--- src/rtl/core/mlp_sigmoid_inference_macros.svh ---
// Assertion macros shared by the MLP inference RTL.
// Needs clk and rst_n in the scope of use.
`ifndef MLP_SIGMOID_INFERENCE_MACROS_SVH
`define MLP_SIGMOID_INFERENCE_MACROS_SVH

// cons must hold in the same cycle as ante
`define MLP_ASSERT_HOLDS(label, ante, cons, msg) \
    label: assert property (@(posedge clk) disable iff (!rst_n) (ante) |-> (cons)) \
        else $error(msg);

// cons must hold in the cycle after ante
`define MLP_ASSERT_NEXT(label, ante, cons, msg) \
    label: assert property (@(posedge clk) disable iff (!rst_n) (ante) |=> (cons)) \
        else $error(msg);

`endif

--- src/rtl/core/mlp_queue.sv ---
// Small register FIFO used between front and back and on the result side.
// No package dependencies.
`default_nettype none

module mlp_queue #(
    parameter int WIDTH = 8,
    parameter int DEPTH = 2
) (
    input  wire logic             clk,
    input  wire logic             rst_n,
    input  wire logic             wr,
    input  wire logic [WIDTH-1:0] wdata,
    output logic                  full,
    input  wire logic             rd,
    output logic [WIDTH-1:0]      rdata,
    output logic                  empty
);

    localparam int PTR_W = (DEPTH > 1) ? $clog2(DEPTH) : 1;
    localparam int CNT_W = $clog2(DEPTH + 1);

    logic [WIDTH-1:0] slot_reg [DEPTH];
    logic [PTR_W-1:0] wptr_reg;
    logic [PTR_W-1:0] rptr_reg;
    logic [CNT_W-1:0] count_reg;
    logic             do_wr;
    logic             do_rd;

    assign empty = (count_reg == '0);
    assign full  = (count_reg == CNT_W'(DEPTH));
    assign rdata = slot_reg[rptr_reg];
    assign do_wr = wr && !full;
    assign do_rd = rd && !empty;

    always_ff @(posedge clk)
    begin
        if (do_wr)
            slot_reg[wptr_reg] <= wdata;
    end

    always_ff @(posedge clk or negedge rst_n)
    begin
        if (!rst_n)
        begin
            wptr_reg  <= '0;
            rptr_reg  <= '0;
            count_reg <= '0;
        end
        else
        begin
            if (do_wr)
                wptr_reg <= (wptr_reg == PTR_W'(DEPTH - 1)) ? '0 : wptr_reg + PTR_W'(1);
            if (do_rd)
                rptr_reg <= (rptr_reg == PTR_W'(DEPTH - 1)) ? '0 : rptr_reg + PTR_W'(1);
            if (do_wr && !do_rd)
                count_reg <= count_reg + CNT_W'(1);
            else if (do_rd && !do_wr)
                count_reg <= count_reg - CNT_W'(1);
        end
    end

endmodule

`default_nettype wire

--- config.mk ---
export PLATFORM = sky130hd
export DESIGN_NAME = mlp_queue
export DESIGN_NICKNAME = d
export VERILOG_FILES = /design/src/rtl/core/mlp_sigmoid_inference_macros.svh /design/src/rtl/core/mlp_queue.sv
export SDC_FILE = /design/constraint.sdc
export NUM_CORES = 1
export LEC_CHECK = 0
export ABC_AREA = 1
export BUFFER_PORTS_ARGS = -buffer_cell sky130_fd_sc_hd__buf_2
export CORE_MARGIN = 1
export CORE_UTILIZATION = 55
export CTS_BUF_LIST = sky130_fd_sc_hd__clkbuf_4 sky130_fd_sc_hd__clkbuf_8
export DETAILED_ROUTE_END_ITERATION = 6
export PLACE_DENSITY = 0.8
export SETUP_SLACK_MARGIN = 0.2
export SLEW_MARGIN = 15
export SYNTH_ARGS = -nofsm -noshare
export SYNTH_HDL_FRONTEND = slang
export SYNTH_SLANG_ARGS = --single-unit
--- constraint.sdc ---
create_clock -name clk -period 3.6 [get_ports clk]
set_input_delay 0.36 -clock clk [delete_from_list [all_inputs] [get_ports clk]]
set_output_delay 0.36 -clock clk [all_outputs]
set_load 0.005 [all_outputs]
==> impl_summary.log <==
[metrics] maximum number of pins on one net before global-route repair: 13
[metrics] setup repair after global routing missed its margin: false
[metrics] WL/cell: 11.9 um
[metrics] wire length after detailed routing: about 1300 um
[metrics] worst hold path stage count: 1
[metrics] maximum clock insertion buffer count: 2
[metrics] number of setup violations in the final report: 0
[metrics] area share of the largest cell type after synthesis: between 50 and 60%
[metrics] Seq/Total Area, Yosys: 70.0%
[metrics] number of maximum-capacitance violations: 0
[metrics] Worst Skew: 1.98 ps
[metrics] most frequent cells after synthesis: nand2_1, edfxtp_1, inv_1
[metrics] Die Footprint: 1670 sq um
[metrics] Cells after Synth: 73
[metrics] series of cell instances along the critical path: inv_2 -> nand2_1 -> nand2_1 -> buf_2
[metrics] actual slew at the worst max-slew pin: 653 ps
[metrics] number of antenna-violating nets in the routed design: 0
[metrics] most frequent cell after synthesis: nand2_1
[metrics] minimum clock period: about 1600 ps
[metrics] weighted congestion at the end of routability-driven global placement: around 0.78
[metrics] biggest fanout along the worst timing path: 10
[metrics] Post-layout nets: 112
[metrics] HPWL after detailed placement: between 900 and 1000 um
[metrics] gr usage total: about a fifth
[metrics] worst slew margin relative to its limit: between 50 and 60%
[metrics] synthesized netlist net count: 86
[metrics] drt initial violations: 20
[metrics] CTS Buf Count: 3
[metrics] total negative slack: 0 ps
[metrics] placement row count: 13
[metrics] count of final max-slew check failures: 0
[metrics] average cell area after synthesis: 11.4 sq um
[metrics] via count: 557
[metrics] Syn. warnings: 0
[metrics] Filler Cell Count: 96
[metrics] Hold/Removal Path Class: input port to flip-flop
[metrics] buffers inserted during post-CTS setup optimization: 0
[metrics] required time of the critical path: 3240 ps
[metrics] remaining design rule violation count: 0
[metrics] area overhead of the layout relative to synthesis: 21.9%
[metrics] master cell of the clock root buffer: clkbuf_4
[metrics] slowest cell delay on critical path: about 550 ps
[metrics] kind of cell with the highest combined delay on the critical path: flip-flops
[metrics] Pleak: about 0.0005 uW
[metrics] Post-synth EDFFs: 16
[metrics] diode insertion count for antenna repair: 0
[metrics] placed insts: 108
[metrics] number of flip-flops and latches in the synthesized netlist: 20
[metrics] number of hold violations in the final report: 0
[metrics] Bufs and invs on worst path: 2
[metrics] fin cells: between 100 and 150
[metrics] CP max stage cell: dfrtp_1
[metrics] post-detailed-route via-to-cell ratio: 4.93
[metrics] fmax: approximately 0.6 GHz
[metrics] hold slack final: 243 ps
[metrics] Power Total: 814 uW
[metrics] crit share post-route: between 40 and 50%
[metrics] fraction of final layout cells sized beyond drive strength 1: approximately a third
[metrics] number of optimization iterations in the first detailed-route pass: 4
[metrics] most common flop cell mapped by yosys: edfxtp_1
[metrics] Crit path top cell by count: nand2_1
[metrics] die boundary width: 40.8 um
[metrics] core footprint: 1350 sq um
[metrics] Core Util, Final: 74.9%
[metrics] CP Capture Type: output port
[metrics] global-route congestion overflow total: 0
[metrics] result of the run: complete, no violations
[metrics] type of the worst setup path: flip-flop to output port
[metrics] number of gates on the worst path with buffers counted: 4
[metrics] cell area power density: slightly above 800 nW/um^2
[metrics] total standard cell area after synthesis: 830 sq um
[metrics] CTS sink count: 20
[metrics] Synth area leader: edfxtp_1
[metrics] Data arrival, critical path: 1280 ps
[metrics] Largest register FFs: 16
[metrics] biggest area contributors in the synthesized netlist: edfxtp_1, nand2_1, dfrtp_1
[metrics] Clock transition at path regs: 110 ps
[metrics] effective utilization at floorplan: 61.4%
[metrics] element type at the critical path start: flip-flop
[metrics] number of global-route vias before repair: 490
[metrics] Ports: 22
[metrics] peak supply drop: 547 uV
[metrics] Synth async-reset ratio: 20.0%
[metrics] global-route wire length before repair: a little over 2000 um
[metrics] insertion delay to the later sink of the worst-skew pair: around 290 ps
[metrics] path depth of the worst reg2reg path: 2
[metrics] count of buffers inserted at the top-level ports: 21
[metrics] antenna violations before repair: 0
[metrics] Die Y-Extent: about 41 um
[metrics] CTS tree: done
[metrics] CTS HTree Levels: 1
[metrics] count of distinct cell types in the synthesized netlist: 16
-- cell usage in the layout, fill, tap and decap left out, drive strengths merged, types with 2 or more instances in the layout --
| cell | n |
|---|---|
| nand2 | 33 |
| buf | 21 |
| edfxtp | 16 |
| inv | 8 |
| dfrtp | 4 |
| nor2 | 4 |
| clkbuf | 3 |
| o21ai | 2 |
-- worst paths after layout --
| kind | end | slack [ps] | start |
|---|---|---|---|
| worst min-delay path | slot_reg[0][5] | 240 | wdata[5] |
| worst min register to register | wptr_reg | 510 | wptr_reg |
| min in group asynchronous | count_reg[0] | 390 | rst_n |
| worst max register to register | slot_reg[1][4] | 2100 | count_reg[0] |
| max in group asynchronous | rptr_reg | 3090 | rst_n |
| worst max-delay path | rdata[1] | 1960 | rptr_reg |
-- final cells by class --
type	instances	area, sq um	area share, %
flip-flops and latches	20	581	57.4
multi-input cells	44	214	21.2
repair buffers	22	115	11.4
clock inverters	1	30.0	2.97
inverters	8	30.0	2.97
clock buffers	3	22.5	2.23
well taps	15	18.8	1.86
-- power by group --
| part | switching (uW) | internal (uW) | total (uW) |
|---|---|---|---|
| clock | 66.5 | 112 | 179 |
| combinational | 154 | 111 | 266 |
| sequential | 48.2 | 321 | 369 |
-- layer usage --
| layer | vias up | track usage (%) | share of wire [%] |
|---|---|---|---|
| met3 | 2 | 5.43 | 5.2 |
| met2 | 17 | 31.3 | 50 |
| li1 | 283 | - | - |
| met5 | - | 0 | 0 |
| met4 | 0 | 12.5 | 0.90 |
| met1 | 255 | 23.9 | 44 |
-- kinds of logic (layout without fill, tap and decap cells) --
family	after synthesis	after routing	share of synthesized area [%]
DFF	20	20	70.0
adders and majority gates	1	1	1.51
AOI/OAI and AO/OA	2	2	1.21
buffers and inverters	9	34	4.22
and+or+nand+nor	40	40	22.0
xor gates and xnor gates	1	1	1.06
-- metrics by stage --
| stage | setup WS, ps | cell area [sq um] |
|---|---|---|
| after floorplan | 2280 | 830 |
| after global placement | 2200 | 948 |
| after global routing | 1850 | 1010 |
| after CTS | 1930 | 1010 |
| final | 1960 | 1010 |
| after detailed placement | 2120 | 948 |
-- timing repair --
action	4_1_cts	5_1_grt
hold buffers	1	0
hold endpoints to repair	4	0
endpoints found under the setup margin	0	0
gates resized for setup	0	0
Power figures use the tool's default switching activity.
