==> src/rtl/core/mlp_sigmoid_inference_macros.svh <==
// Assertion macros shared by the MLP inference RTL.
// Needs clk and rst_n in the scope of use.
`ifndef MLP_SIGMOID_INFERENCE_MACROS_SVH
`define MLP_SIGMOID_INFERENCE_MACROS_SVH

// cons must hold in the same cycle as ante
`define MLP_ASSERT_HOLDS(label, ante, cons, msg) \
    label: assert property (@(posedge clk) disable iff (!rst_n) (ante) |-> (cons)) \
        else $error(msg);

// cons must hold in the cycle after ante
`define MLP_ASSERT_NEXT(label, ante, cons, msg) \
    label: assert property (@(posedge clk) disable iff (!rst_n) (ante) |=> (cons)) \
        else $error(msg);

`endif

==> src/rtl/core/mlp_pkg.sv <==
// Shared types, constants and the sigmoid table for the MLP inference block.
// No dependencies.
`default_nettype none

package mlp_pkg;

    localparam int MLP_MAX_LAYERS = 4;
    localparam int MLP_MAX_WIDTH  = 16;
    localparam int DATA_BITS      = 16;
    localparam int FRAC_BITS      = 12;
    localparam int CFG_LAYERS     = 4;
    localparam int MAX_RESULTS    = 16;
    localparam int QUEUE_DEPTH    = 2;
    localparam int ADDR_W         = 11;
    localparam int SIG_W          = 13;
    localparam int CFG_IDX_W      = 3;
    localparam int CFG_DATA_W     = 5;

    localparam logic FUNC_WEIGHT  = 1'b0;
    localparam logic FUNC_FEATURE = 1'b1;

    localparam logic [1:0] OP_WEIGHT   = 2'd0;
    localparam logic [1:0] OP_FEAT     = 2'd1;
    localparam logic [1:0] OP_FEAT_RUN = 2'd2;
    localparam logic [1:0] OP_RUN      = 2'd3;

    localparam logic [CFG_IDX_W-1:0] REG_LAYER_COUNT  = 3'd0;
    localparam logic [CFG_IDX_W-1:0] REG_INPUT_WIDTH  = 3'd1;
    localparam logic [CFG_IDX_W-1:0] REG_WIDTH_LAYER1 = 3'd2;
    localparam logic [CFG_IDX_W-1:0] REG_WIDTH_LAYER2 = 3'd3;
    localparam logic [CFG_IDX_W-1:0] REG_WIDTH_LAYER3 = 3'd4;
    localparam logic [CFG_IDX_W-1:0] REG_WIDTH_LAYER4 = 3'd5;

    typedef struct packed {
        logic                        func;
        logic [ADDR_W-1:0]           word_addr;
        logic signed [DATA_BITS-1:0] value;
        logic                        last;
    } in_t;

    typedef struct packed {
        logic [SIG_W-1:0] out_value;
        logic [3:0]       out_index;
        logic             out_last;
    } out_t;

    typedef struct packed {
        logic [1:0]                  op;
        logic [ADDR_W-1:0]           addr;
        logic signed [DATA_BITS-1:0] value;
    } cmd_t;

    typedef struct packed {
        logic [2:0]                             layer_count;
        logic [CFG_DATA_W-1:0]                  input_width;
        logic [CFG_LAYERS-1:0][CFG_DATA_W-1:0]  layer_width;
    } cfg_t;

    typedef logic [SIG_W-1:0] sig_tab_t [256];

    // shift-subtract divide, elaboration only
    function automatic logic [63:0] udiv64(input logic [63:0] n, input logic [63:0] d);
        logic [64:0] r;
        logic [63:0] q;
        r = '0;
        q = '0;
        for (int i = 63; i >= 0; i--)
        begin
            r = {r[63:0], n[i]};
            if (r >= {1'b0, d})
            begin
                r = r - {1'b0, d};
                q[i] = 1'b1;
            end
        end
        return q;
    endfunction

    // (a*b) >> 63 on Q63 operands
    function automatic logic [63:0] q63_mul(input logic [63:0] a, input logic [63:0] b);
        logic [127:0] p;
        p = {64'd0, a} * {64'd0, b};
        return p[126:63];
    endfunction

    // T[i] = round(4096/(1+exp(-(i-127.5)/16)))
    function automatic sig_tab_t build_sig_table();
        sig_tab_t    tab;
        logic [63:0] one;
        logic [63:0] term;
        logic [63:0] c;
        logic [63:0] g;
        logic [63:0] e;
        logic [63:0] d;
        logic [63:0] q;
        one  = 64'h8000_0000_0000_0000;
        term = one;
        c    = one;
        for (int n = 1; n <= 15; n++)
        begin
            term = udiv64(term, 64'(32 * n));
            if ((n % 2) == 1)
                c = c - term;
            else
                c = c + term;
        end
        g = q63_mul(c, c);
        e = c;
        for (int k = 0; k < 128; k++)
        begin
            d = (one + e) >> 12;
            q = udiv64(one + (d >> 1), d);
            tab[128 + k] = q[SIG_W-1:0];
            tab[127 - k] = 13'd4096 - q[SIG_W-1:0];
            e = q63_mul(e, g);
        end
        return tab;
    endfunction

    localparam sig_tab_t SIG_TABLE = build_sig_table();

endpackage

`default_nettype wire

==> src/rtl/core/mlp_front.sv <==
// Front end: takes input beats, sorts them into weight writes, feature
// writes and run commands. Depends on mlp_pkg.
`default_nettype none

module mlp_front
    import mlp_pkg::*;
#(
    parameter int MAX_LAYERS = MLP_MAX_LAYERS,
    parameter int MAX_WIDTH  = MLP_MAX_WIDTH
) (
    input  wire logic clk,
    input  wire logic rst_n,
    input  wire logic push,
    output logic      full,
    input  wire in_t  sample,
    output logic      cmd_push,
    output cmd_t      cmd,
    input  wire logic cmd_full
);

    localparam int WS_DEPTH = MAX_LAYERS * MAX_WIDTH * (MAX_WIDTH + 1);
    localparam int CNT_W    = $clog2(MAX_WIDTH + 1);

    logic [CNT_W-1:0] fcount_reg;
    logic             accept;
    logic             feat_in;
    logic             cmd_valid;

    assign accept  = push && !cmd_full;
    assign full    = cmd_full;
    assign feat_in = (fcount_reg < CNT_W'(MAX_WIDTH));

    always_comb
    begin
        cmd.op    = OP_WEIGHT;
        cmd.addr  = sample.word_addr;
        cmd.value = sample.value;
        cmd_valid = 1'b0;
        if (sample.func == FUNC_WEIGHT)
        begin
            // writes past the store are dropped here
            cmd_valid = (int'(sample.word_addr) < WS_DEPTH);
        end
        else
        begin
            cmd.addr = ADDR_W'(fcount_reg);
            if (feat_in)
            begin
                cmd.op    = sample.last ? OP_FEAT_RUN : OP_FEAT;
                cmd_valid = 1'b1;
            end
            else if (sample.last)
            begin
                cmd.op    = OP_RUN;
                cmd_valid = 1'b1;
            end
        end
    end

    assign cmd_push = accept && cmd_valid;

    always_ff @(posedge clk or negedge rst_n)
    begin
        if (!rst_n)
            fcount_reg <= '0;
        else if (accept && sample.func == FUNC_FEATURE)
        begin
            if (sample.last)
                fcount_reg <= '0;
            else if (feat_in)
                fcount_reg <= fcount_reg + CNT_W'(1);
        end
    end

endmodule

`default_nettype wire

==> config.mk <==
export PLATFORM = sky130hd
export DESIGN_NAME = mlp_front
export DESIGN_NICKNAME = d
export VERILOG_FILES = /design/src/rtl/core/mlp_sigmoid_inference_macros.svh /design/src/rtl/core/mlp_pkg.sv /design/src/rtl/core/mlp_front.sv
export SDC_FILE = /design/constraint.sdc
export NUM_CORES = 1
export LEC_CHECK = 0
export BUFFER_PORTS_ARGS = -buffer_cell sky130_fd_sc_hd__buf_2
export CELL_PAD_IN_SITES_DETAIL_PLACEMENT = 2
export CELL_PAD_IN_SITES_GLOBAL_PLACEMENT = 2
export CORE_MARGIN = 2
export CORE_UTILIZATION = 16
export CTS_BUF_LIST = sky130_fd_sc_hd__clkbuf_16
export DETAILED_ROUTE_END_ITERATION = 10
export HOLD_SLACK_MARGIN = 0.08
export PLACE_DENSITY_LB_ADDON = 0.1
export REMOVE_ABC_BUFFERS = 1
export SKIP_LAST_GASP = 1
export SLEW_MARGIN = 15
export SYNTH_ARGS = -nofsm -noshare
export SYNTH_HDL_FRONTEND = slang
export SYNTH_SLANG_ARGS = --single-unit
==> constraint.sdc <==
create_clock -name clk -period 4 [get_ports clk]
set_input_delay 0.4 -clock clk [delete_from_list [all_inputs] [get_ports clk]]
set_output_delay 0.4 -clock clk [all_outputs]
set_load 0.1 [all_outputs]
==> metrics, run 1 <==
outcome=completed; core area=0.00334 mm²; most common cell after layout, fill and taps aside=buf_2; DRT iter0 DRCs=8; area grow syn2layout=29.7%; drt drc=0; Crit Reg-Reg Endpoint=fcount_reg[3]; share of cells above drive strength 1=0.500; routed vias=513; vias per cell=4.07; GRT Overall Usage=0.0916; CP Data Arrival Time=1.58 ns; CTS tree=yes; # setup viols final=0; Pre-antenna DRT Iters=3; commonest non-fill, non-tap cells in the layout=buf_2 (31), nor2b_1 (6), mux2_2 (5), o21ai_0 (5), dfrtp_1 (5); clock sink total=5; number of global-route vias before repair=554; die area=0.00393 mm²; Final ANT Viol Nets=0; crit end category=output port; Max Clk Rate=504 MHz; Worst setup SP type=input pin; GP Congestion=0.672; r2r setup slk=2.36 ns; HP Class=in -> reg; root buffer cell=clkbuf_16; reg2reg start=fcount_reg[4]; final WL=1760 µm; Clock transition at path regs=0.03 ns; Seq/Total Area, Yosys=0.227; VDD IR max=0.250 mV; Crit Path Category=in -> out; largest net degree at the start of global routing=16; H-tree depth=1; cts repair resizes=0; Slew Viols, Final=0; MaxCap Viol Count=0; Placed Area=627 µm²; Largest register FFs=5; syn avg cell area=8.76 µm²; Clock Latency Late Sink=0.22 ns; PwrDens=504 mW/mm²; cts hold-fix bufs=1; total setup buffers inserted after CTS=0; row count=21; Mapped Area=552 µm²; IO Pins=64; antenna cells=0; Final nets=117; hold-critical path endpoint=fcount_reg[3]; initial antenna violation count=0; Die W=62.7 µm; part of the cycle the worst path needs=0.496; filler instances=409; synthesized flop and latch total=5; global-route wire length before repair=2800 µm; Unique masters post-synth=22; RSZ-0062 raised after global routing=no; CTS max path bufs=2; Setup TNS=0 ns; post-DP HPWL=1500 µm; slowest CP cell=buf_2; WL/cell=14.0 µm; Final Hold Viols=0; CP max stage delay=0.42 ns; Fin Clk Skew=0.000282 ns; final instance area=716 µm²; Die Ht=62.7 µm; total of warnings raised by yosys=0; Leakage Power=0.360 nW; most frequent CP cell=buf_2; Critical Path Fanout Max=15; crit-path cells=buf_2 > and2b_1 > o41ai_1 > and4b_1 > buf_2; Worst-Margin Slew=0.491 ns; Worst EP required=3.60 ns; worst reg-to-reg path cell count=3; number of port buffers=31; hold path start=sample[0]; Initial Util=0.165; Final min period=1.98 ns; Mapped Cells=63; Max-Slew Margin vs Limit=0.675; global route overflow=0; Worst Hold Path Cells=2; CTS Buf Count=3
-- power breakdown --
| group | switching [W] | internal (W) | total, W | leakage [nW] |
|---|---|---|---|---|
| combinational | 0.000106 | 0.0000288 | 0.000135 | 0.254 |
| clock | 0.0000298 | 0.000129 | 0.000159 | 0.0423 |
| sequential | 0.00000906 | 0.0000575 | 0.0000666 | 0.0633 |
-- synthesized netlist by cell type (all sizes together) --
cell | number | area, µm²
buf | 18 | 133
nor2b | 6 | 37.5
dfrtp | 5 | 125
mux2 | 5 | 56.3
o21ai | 5 | 25.0
nand2 | 4 | 15.0
ha | 3 | 37.5
and2 | 2 | 12.5
nand2b | 2 | 20.0
nand3 | 2 | 10.0
o41ai | 2 | 17.5
a22oi | 1 | 7.51
a31oi | 1 | 6.26
and2b | 1 | 7.51
and4b | 1 | 10.0
clkbuf | 1 | 5.00
inv | 1 | 3.75
nand4bb | 1 | 11.3
nor2 | 1 | 3.75
o31ai | 1 | 7.51
-- critical path: cells and delay by family --
| kind | cells | cell delay [ns] |
|---|---|---|
| buf+inv | 2 | 0.66 |
| compound gates | 1 | 0.06 |
| simple gates | 2 | 0.45 |
-- cells by family after synthesis --
group	Yosys count	share of synthesized area
simple gates	20	0.231
buf+inv	20	0.256
flops	5	0.227
compound gates	10	0.116
mux	5	0.102
fa+ha+maj	3	0.0680
-- layout make-up --
class | instances | area [µm²] | share of cell area
Multi-Input combinational cell | 38 | 285 | 0.399
Timing Repair Buffer | 32 | 165 | 0.231
Sequential cell | 5 | 125 | 0.175
Clock buffer | 3 | 75.1 | 0.105
Tap cell | 46 | 57.6 | 0.0804
Clock inverter | 1 | 3.75 | 0.00524
Inverter | 1 | 3.75 | 0.00524
-- per-layer routing --
layer | track usage | up-vias | part of all wire
met2 | 0.117 | 44 | 0.40
met4 | 0.0417 | 0 | 0
met1 | 0.110 | 234 | 0.45
met5 | 0 | - | 0
li1 | - | 235 | -
met3 | 0.0721 | 0 | 0.15
-- metrics by stage --
stage	util	hold slack [ns]	worst slack, ns	cells	total power, W
floorplan	-	0.104	1.67	44	0.000169
global placement	0.188	0.216	1.99	121	0.000203
detailed placement	0.188	0.218	1.99	121	0.000203
CTS	0.214	0.475	1.99	126	0.000365
global route	0.214	0.511	1.94	126	0.000378
finish	0.214	0.477	2.02	126	0.000361
-- worst max path at each step --
stage,from,endpoint,slack [ns],cells past startpoint
global placement,sample[28],cmd_push,1.99,5
detailed placement,sample[28],cmd_push,1.99,5
finish,sample[28],cmd_push,2.02,5
global route,sample[28],cmd_push,1.94,5
CTS,sample[28],cmd_push,1.99,5
floorplan,sample[28],cmd_push,1.67,3
Power figures use the tool's default switching activity.
==> run 2, diff against run 1 <==
--- a/config.mk
+++ b/config.mk
@@ -5,11 +5,12 @@
 export SDC_FILE = /design/constraint.sdc
 export NUM_CORES = 1
 export LEC_CHECK = 0
+export ABC_AREA = 1
 export BUFFER_PORTS_ARGS = -buffer_cell sky130_fd_sc_hd__buf_2
 export CELL_PAD_IN_SITES_DETAIL_PLACEMENT = 2
 export CELL_PAD_IN_SITES_GLOBAL_PLACEMENT = 2
 export CORE_MARGIN = 2
-export CORE_UTILIZATION = 16
+export CORE_UTILIZATION = 14
 export CTS_BUF_LIST = sky130_fd_sc_hd__clkbuf_16
 export DETAILED_ROUTE_END_ITERATION = 10
 export HOLD_SLACK_MARGIN = 0.08
==> constraint.sdc (replaced) <==
create_clock -name clk -period 2.04 [get_ports clk]
set_input_delay 0.204 -clock clk [delete_from_list [all_inputs] [get_ports clk]]
set_output_delay 0.204 -clock clk [all_outputs]
set_load 0.1 [all_outputs]
==> run 2 against run 1 <==
Sequential cell count unchanged; power up 91%; largest power group unchanged; critical path type is now reg -> out; highest routed layer is now met4; cell count up 26%; worst setup slack worse by 1.7 ns.
==> metrics, run 2 <==
PwrDens=909 mW/mm²; Worst setup SP type=flip-flop; initial antenna violation count=0; hold path start=sample[0]; global-route wire length before repair=3030 µm; Max Clk Rate=588 MHz; r2r setup slk=0.79 ns; Leakage Power=0.460 nW; total setup buffers inserted after CTS=0; dpl ws=0.536 ns; worst reg-to-reg path cell count=7; Max-Slew Margin vs Limit=0.674; Worst EP required=1.84 ns; drt drc=0; die area=0.00470 mm²; crit end category=output port; commonest non-fill, non-tap cells in the layout=buf_2 (31), nand2_1 (19), inv_1 (17); global route overflow=0; synthesized flop and latch total=5; WL/cell=12.2 µm; worst hold slack=0.280 ns; met1 Usage GRT=0.101; Critical Path Fanout Max=5; Post-synth ARST share=1.00; HP Class=in -> reg; Crit Reg-Reg Endpoint=fcount_reg[3]; core area=0.00400 mm²; Final Hold Viols=0; post-synthesis simple-gate area fraction=0.307; vias per cell=3.74; area grow syn2layout=29.8%; routed vias=595; part of the cycle the worst path needs=0.833; largest net degree at the start of global routing=14; area of the multi-input gates=262 µm²; reg2reg start=fcount_reg[4]; Mapped Area=583 µm²; grt met3 use=0.0471; Worst-Margin Slew=0.493 ns; CTS max path bufs=2; CTS tree=yes; Most Crowded Layer GR=met2; Largest register FFs=5; GP Congestion=0.662; cts repair resizes=0; XOR/XNOR Fraction of Synth Area=0; cell taking the most area after synthesis=buf_4; number of port buffers=31; most instantiated cells after synthesis=nand2_1 (19), buf_4 (17), inv_1 (16); Pre-antenna DRT Iters=4; Final min period=1.70 ns; VDD IR max=0.321 mV; post-route worst setup slack=0.340 ns; syn avg cell area=6.41 µm²; RSZ-0062 raised after global routing=no; GRT Overall Usage=0.0870; row count=23; top cells by area, synth=buf_4 (22%), dfrtp_1 (21%), nand2_1 (12%); root buffer cell=clkbuf_16; Clock Latency Late Sink=0.22 ns; CP startpoint=fcount_reg[4]; number of global-route vias before repair=638; Fin Clk Skew=0.000840 ns; most common cell after layout, fill and taps aside=buf_2; total of warnings raised by yosys=0; Initial Util=0.146; Crit Path Category=reg -> out; share of cells above drive strength 1=0.358; Adder-Cell Fraction of Synth Area=0.0644; mux contribution to synthesized area=0; top-area cell type share of the netlist area=0.219; filler instances=491; Die Ht=68.5 µm; FF/Latch Area=125 µm²; IO Pins=64; CTS Buf Count=3; MaxCap Viol Count=0; Clock transition at path regs=0.03 ns; Unique masters post-synth=16; Slew Viols, Final=0; most common cell in the netlist=nand2_1; top_reg_cell synth=dfrtp_1; final WL=1940 µm; total power=0.000688 W; hold-critical path endpoint=fcount_reg[4]; number of flops mapped to enable cells by yosys=0; # setup viols final=0; Die W=68.5 µm; met2 Track Usage GR=0.129; Mapped Cells=91; Final nets=146; clock sink total=5; H-tree depth=1; largest family of logic cells by synthesized area=buffers and inverters; CP Data Arrival Time=1.50 ns; post-synthesis compound-gate area fraction=0.0773; Seq/Total Area, Yosys=0.215; Worst Hold Path Cells=4; post-DP HPWL=1630 µm; DRT iter0 DRCs=2; Final ANT Viol Nets=0; antenna cells=0; outcome=completed
run 2: cell count changes in the layout (fill, tap and decap cells not counted), moves of 2 or more:
| cell | change |
|---|---|
| nor2_1 | +9 |
| nand2_2 | +2 |
| and2_1 | -2 |
| inv_1 | +15 |
| nor2b_1 | -6 |
| o41ai_1 | -2 |
| mux2_2 | -5 |
| a21oi_1 | +3 |
| nand3_1 | +3 |
| nand2_1 | +15 |
run 2: timing repair:
item / 4_1_cts / 5_1_grt
endpoints found under the hold margin: 5 / 0
hold buffers: 1 / 0
endpoints found under the setup margin: 0 / 0
run 2: report_power, final:
part	switching, W	internal, W	total [W]
logic	0.000204	0.0000479	0.000252
registers	0.0000110	0.000112	0.000123
clock network	0.0000594	0.000253	0.000313
run 2: per-layer routing:
| metal | wire length, µm | vias to the layer above |
|---|---|---|
| met1 | 778 | 263 |
| met5 | 0 | - |
| met2 | 869 | 38 |
| met4 | 8 | 0 |
| met3 | 286 | 2 |
| li1 | - | 292 |
run 2: kinds of logic (layout without fill, tap and decap cells):
| logic type | after synthesis | in the layout |
|---|---|---|
| AO/OA/AOI/OAI | 9 | 9 |
| buffers and inverters | 35 | 53 |
| adder cells (fa/ha/maj) | 3 | 3 |
| flip-flops | 5 | 5 |
| AND/OR/NAND/NOR | 39 | 39 |
run 2: layout make-up:
type | instances | area share
multi-input combinational | 51 | 0.345
sequential | 5 | 0.165
tap | 50 | 0.0826
clock buffer | 3 | 0.0992
clock inverter | 1 | 0.00496
timing repair buffer | 32 | 0.218
inverter | 17 | 0.0843
run 2: stage by stage:
stage / instances / util / instance area [µm²] / TNS [ns]
finish: 159 / 0.189 / 757 / 0
global route: 159 / 0.189 / 757 / 0
CTS: 159 / 0.189 / 757 / 0
detailed placement: 154 / 0.167 / 668 / 0
global placement: 154 / 0.167 / 668 / 0
floorplan: 73 / - / 450 / -2.81
run 2: worst max-delay path, cell delays in order, from the launching register on:
cell and delay (ns):
dfrtp_1 0.42, ha_1 0.20, nand2_1 0.06, nand2_1 0.05
a21oi_1 0.11, buf_2 0.44
run 2: worst max path at each step:
stage	to	slack, ns
after global routing	cmd_push	0.22
after floorplan	cmd_push	-0.80
after global placement	cmd_push	0.54
final	cmd_push	0.34
after CTS	cmd_push	0.31
after detailed placement	cmd_push	0.54
==> run 3, diff against run 2 <==
--- a/config.mk
+++ b/config.mk
@@ -5,12 +5,12 @@
 export SDC_FILE = /design/constraint.sdc
 export NUM_CORES = 1
 export LEC_CHECK = 0
-export ABC_AREA = 1
+export ABC_AREA = 0
 export BUFFER_PORTS_ARGS = -buffer_cell sky130_fd_sc_hd__buf_2
 export CELL_PAD_IN_SITES_DETAIL_PLACEMENT = 2
 export CELL_PAD_IN_SITES_GLOBAL_PLACEMENT = 2
 export CORE_MARGIN = 2
-export CORE_UTILIZATION = 14
+export CORE_UTILIZATION = 15
 export CTS_BUF_LIST = sky130_fd_sc_hd__clkbuf_16
 export DETAILED_ROUTE_END_ITERATION = 10
 export HOLD_SLACK_MARGIN = 0.08
==> constraint.sdc (replaced) <==
create_clock -name clk -period 1.65 [get_ports clk]
set_input_delay 0.165 -clock clk [delete_from_list [all_inputs] [get_ports clk]]
set_output_delay 0.165 -clock clk [all_outputs]
set_load 0.1 [all_outputs]
==> run 3 against run 2 <==
First-iteration DRC count shrank 50%; sequential share of layout area down 0.14 points; sequential power is 30% higher; clock skew hardly changed; largest power group unchanged.
==> metrics, run 3 (synthesized netlist as in run 1, its figures left out) <==
Crit Path Category=reg -> out; CTS max path bufs=2; Max-Slew Margin vs Limit=0.672; HP Class=in -> reg; Max Clk Rate=637 MHz; RSZ-0062 raised after global routing=no; initial antenna violation count=0; Final nets=119; total power=0.000901 W; number of global-route vias before repair=560; die area=0.00418 mm²; share of cells above drive strength 1=0.512; filler instances=440; H-tree depth=1; Worst-Margin Slew=0.496 ns; antenna cells=0; Initial Util=0.153; number of port buffers=31; Critical Path Fanout Max=4; Pre-antenna DRT Iters=3; # setup viols final=0; sequential power share=0.178; GP Congestion=0.631; Slew Viols, Final=0; Die Ht=64.7 µm; global-route wire length before repair=2860 µm; CP max stage delay=0.37 ns; Clock transition at path regs=0.03 ns; Clock Latency Late Sink=0.23 ns; Final Hold Viols=0; post-DP HPWL=1480 µm; Crit path max-delay family=flip-flops; Finished Core Util=0.212; global route overflow=0; largest net degree at the start of global routing=16; dpl ws=0.0870 ns; crit-path cells=buf_4 > ha_1 > nand2_1 > and4b_1 > buf_12; Worst EP required=1.48 ns; Fin Clk Skew=0.00104 ns; root buffer cell=clkbuf_16; final WL=1860 µm; VDD IR max=0.284 mV; Worst setup SP type=flip-flop; Largest register FFs=5; IO Pins=64; Final ANT Viol Nets=0; row count=22; vias per cell=4.13; post-route worst setup slack=0.0811 ns; clock network fraction of design power=0.445; Int Pwr=0.000535 W; Sw Share=0.407; most common cell after layout, fill and taps aside=buf_2; Final min period=1.57 ns; DRT iter0 DRCs=1; GRT Overall Usage=0.0977; PwrDens=1180 mW/mm²; Leakage Power=0.378 nW; part of the cycle the worst path needs=0.951; crit end category=output port; MaxCap Viol Count=0; slowest CP cell=dfrtp_1; CP Data Arrival Time=1.40 ns; Logic pwr share=0.377; commonest non-fill, non-tap cells in the layout=buf_2 (29), nor2b_1 (6), mux2_2 (5), o21ai_0 (5), dfrtp_1 (5); core area=0.00361 mm²; clock sink total=5; area grow syn2layout=38.3%; CTS Buf Count=3; drt drc=0; sw power=0.000366 W; CTS tree=yes; WL/cell=14.3 µm; Die W=64.7 µm; Worst Path Buf+Inv=2; routed vias=537; outcome=completed
-- run 3: changes by cell type in the layout (fill, tap and decap cells not counted), moves of 5 or more --
| cell | change |
|---|---|
| nor2b_1 | +6 |
| inv_1 | -15 |
| mux2_2 | +5 |
| nand2_1 | -15 |
| nor2_1 | -9 |
-- run 3: timing repair --
item | 4_1_cts | 5_1_grt
buffers inserted | 0 | 0
gates resized for setup | 0 | 0
hold buffers | 1 | 0
endpoints found under the hold margin | 5 | 0
-- run 3: power by group through the flow --
stage / logic [W] / registers, W / clock network, W
after floorplan: 0.000255 / 0.000155 / 0
after global placement: 0.000344 / 0.000162 / 0
after detailed placement: 0.000341 / 0.000162 / 0
after CTS: 0.000345 / 0.000161 / 0.000412
after global routing: 0.000359 / 0.000164 / 0.000427
final: 0.000340 / 0.000160 / 0.000401
-- run 3: worst register-to-register path, stage by stage, from the launching register on --
cell,delay [ns]
dfrtp_1,0.37
ha_1,0.17
nand4bb_1,0.38
nand2b_4,0.26
o31ai_1,0.23
-- run 3: through the flow --
step / hold WS (ns) / cells / instance area, µm² / setup TNS, ns
2_1_floorplan: -0.131 / 44 / 414 / -0.291
3_3_place_gp: -0.00650 / 125 / 674 / 0
3_5_place_dp: -0.000319 / 125 / 674 / 0
4_1_cts: 0.210 / 130 / 763 / 0
5_1_grt: 0.227 / 130 / 763 / 0
6_report: 0.213 / 130 / 763 / 0
-- run 3: final cells by class --
cell class,count,area (µm²),share of cell area
clock buffer,3,75.1,0.0984
clock inverter,1,3.75,0.00492
inverter,1,3.75,0.00492
multi-input combinational,38,285,0.374
sequential,5,125,0.164
tap,48,60.1,0.0787
timing repair buffer,34,210,0.275
-- run 3: per-layer routing --
| metal | vias up | share of wire | track usage |
|---|---|---|---|
| li1 | 239 | - | - |
| met1 | 251 | 0.41 | 0.109 |
| met2 | 44 | 0.41 | 0.130 |
| met3 | 3 | 0.17 | 0.0747 |
| met4 | 0 | 0.015 | 0.0559 |
| met5 | - | 0 | 0 |
-- run 3: final timing paths --
check,slack (ns),endpoint,startpoint,cells after the start
max,0.08,cmd_push,fcount_reg[4],5
max in group asynchronous,1.22,fcount_reg[1],rst_n,2
min reg2reg,0.57,fcount_reg[1],fcount_reg[1],2
min,0.21,fcount_reg[3],sample[0],2
min in group asynchronous,0.29,fcount_reg[0],rst_n,2
max reg2reg,0.13,fcount_reg[4],fcount_reg[4],4
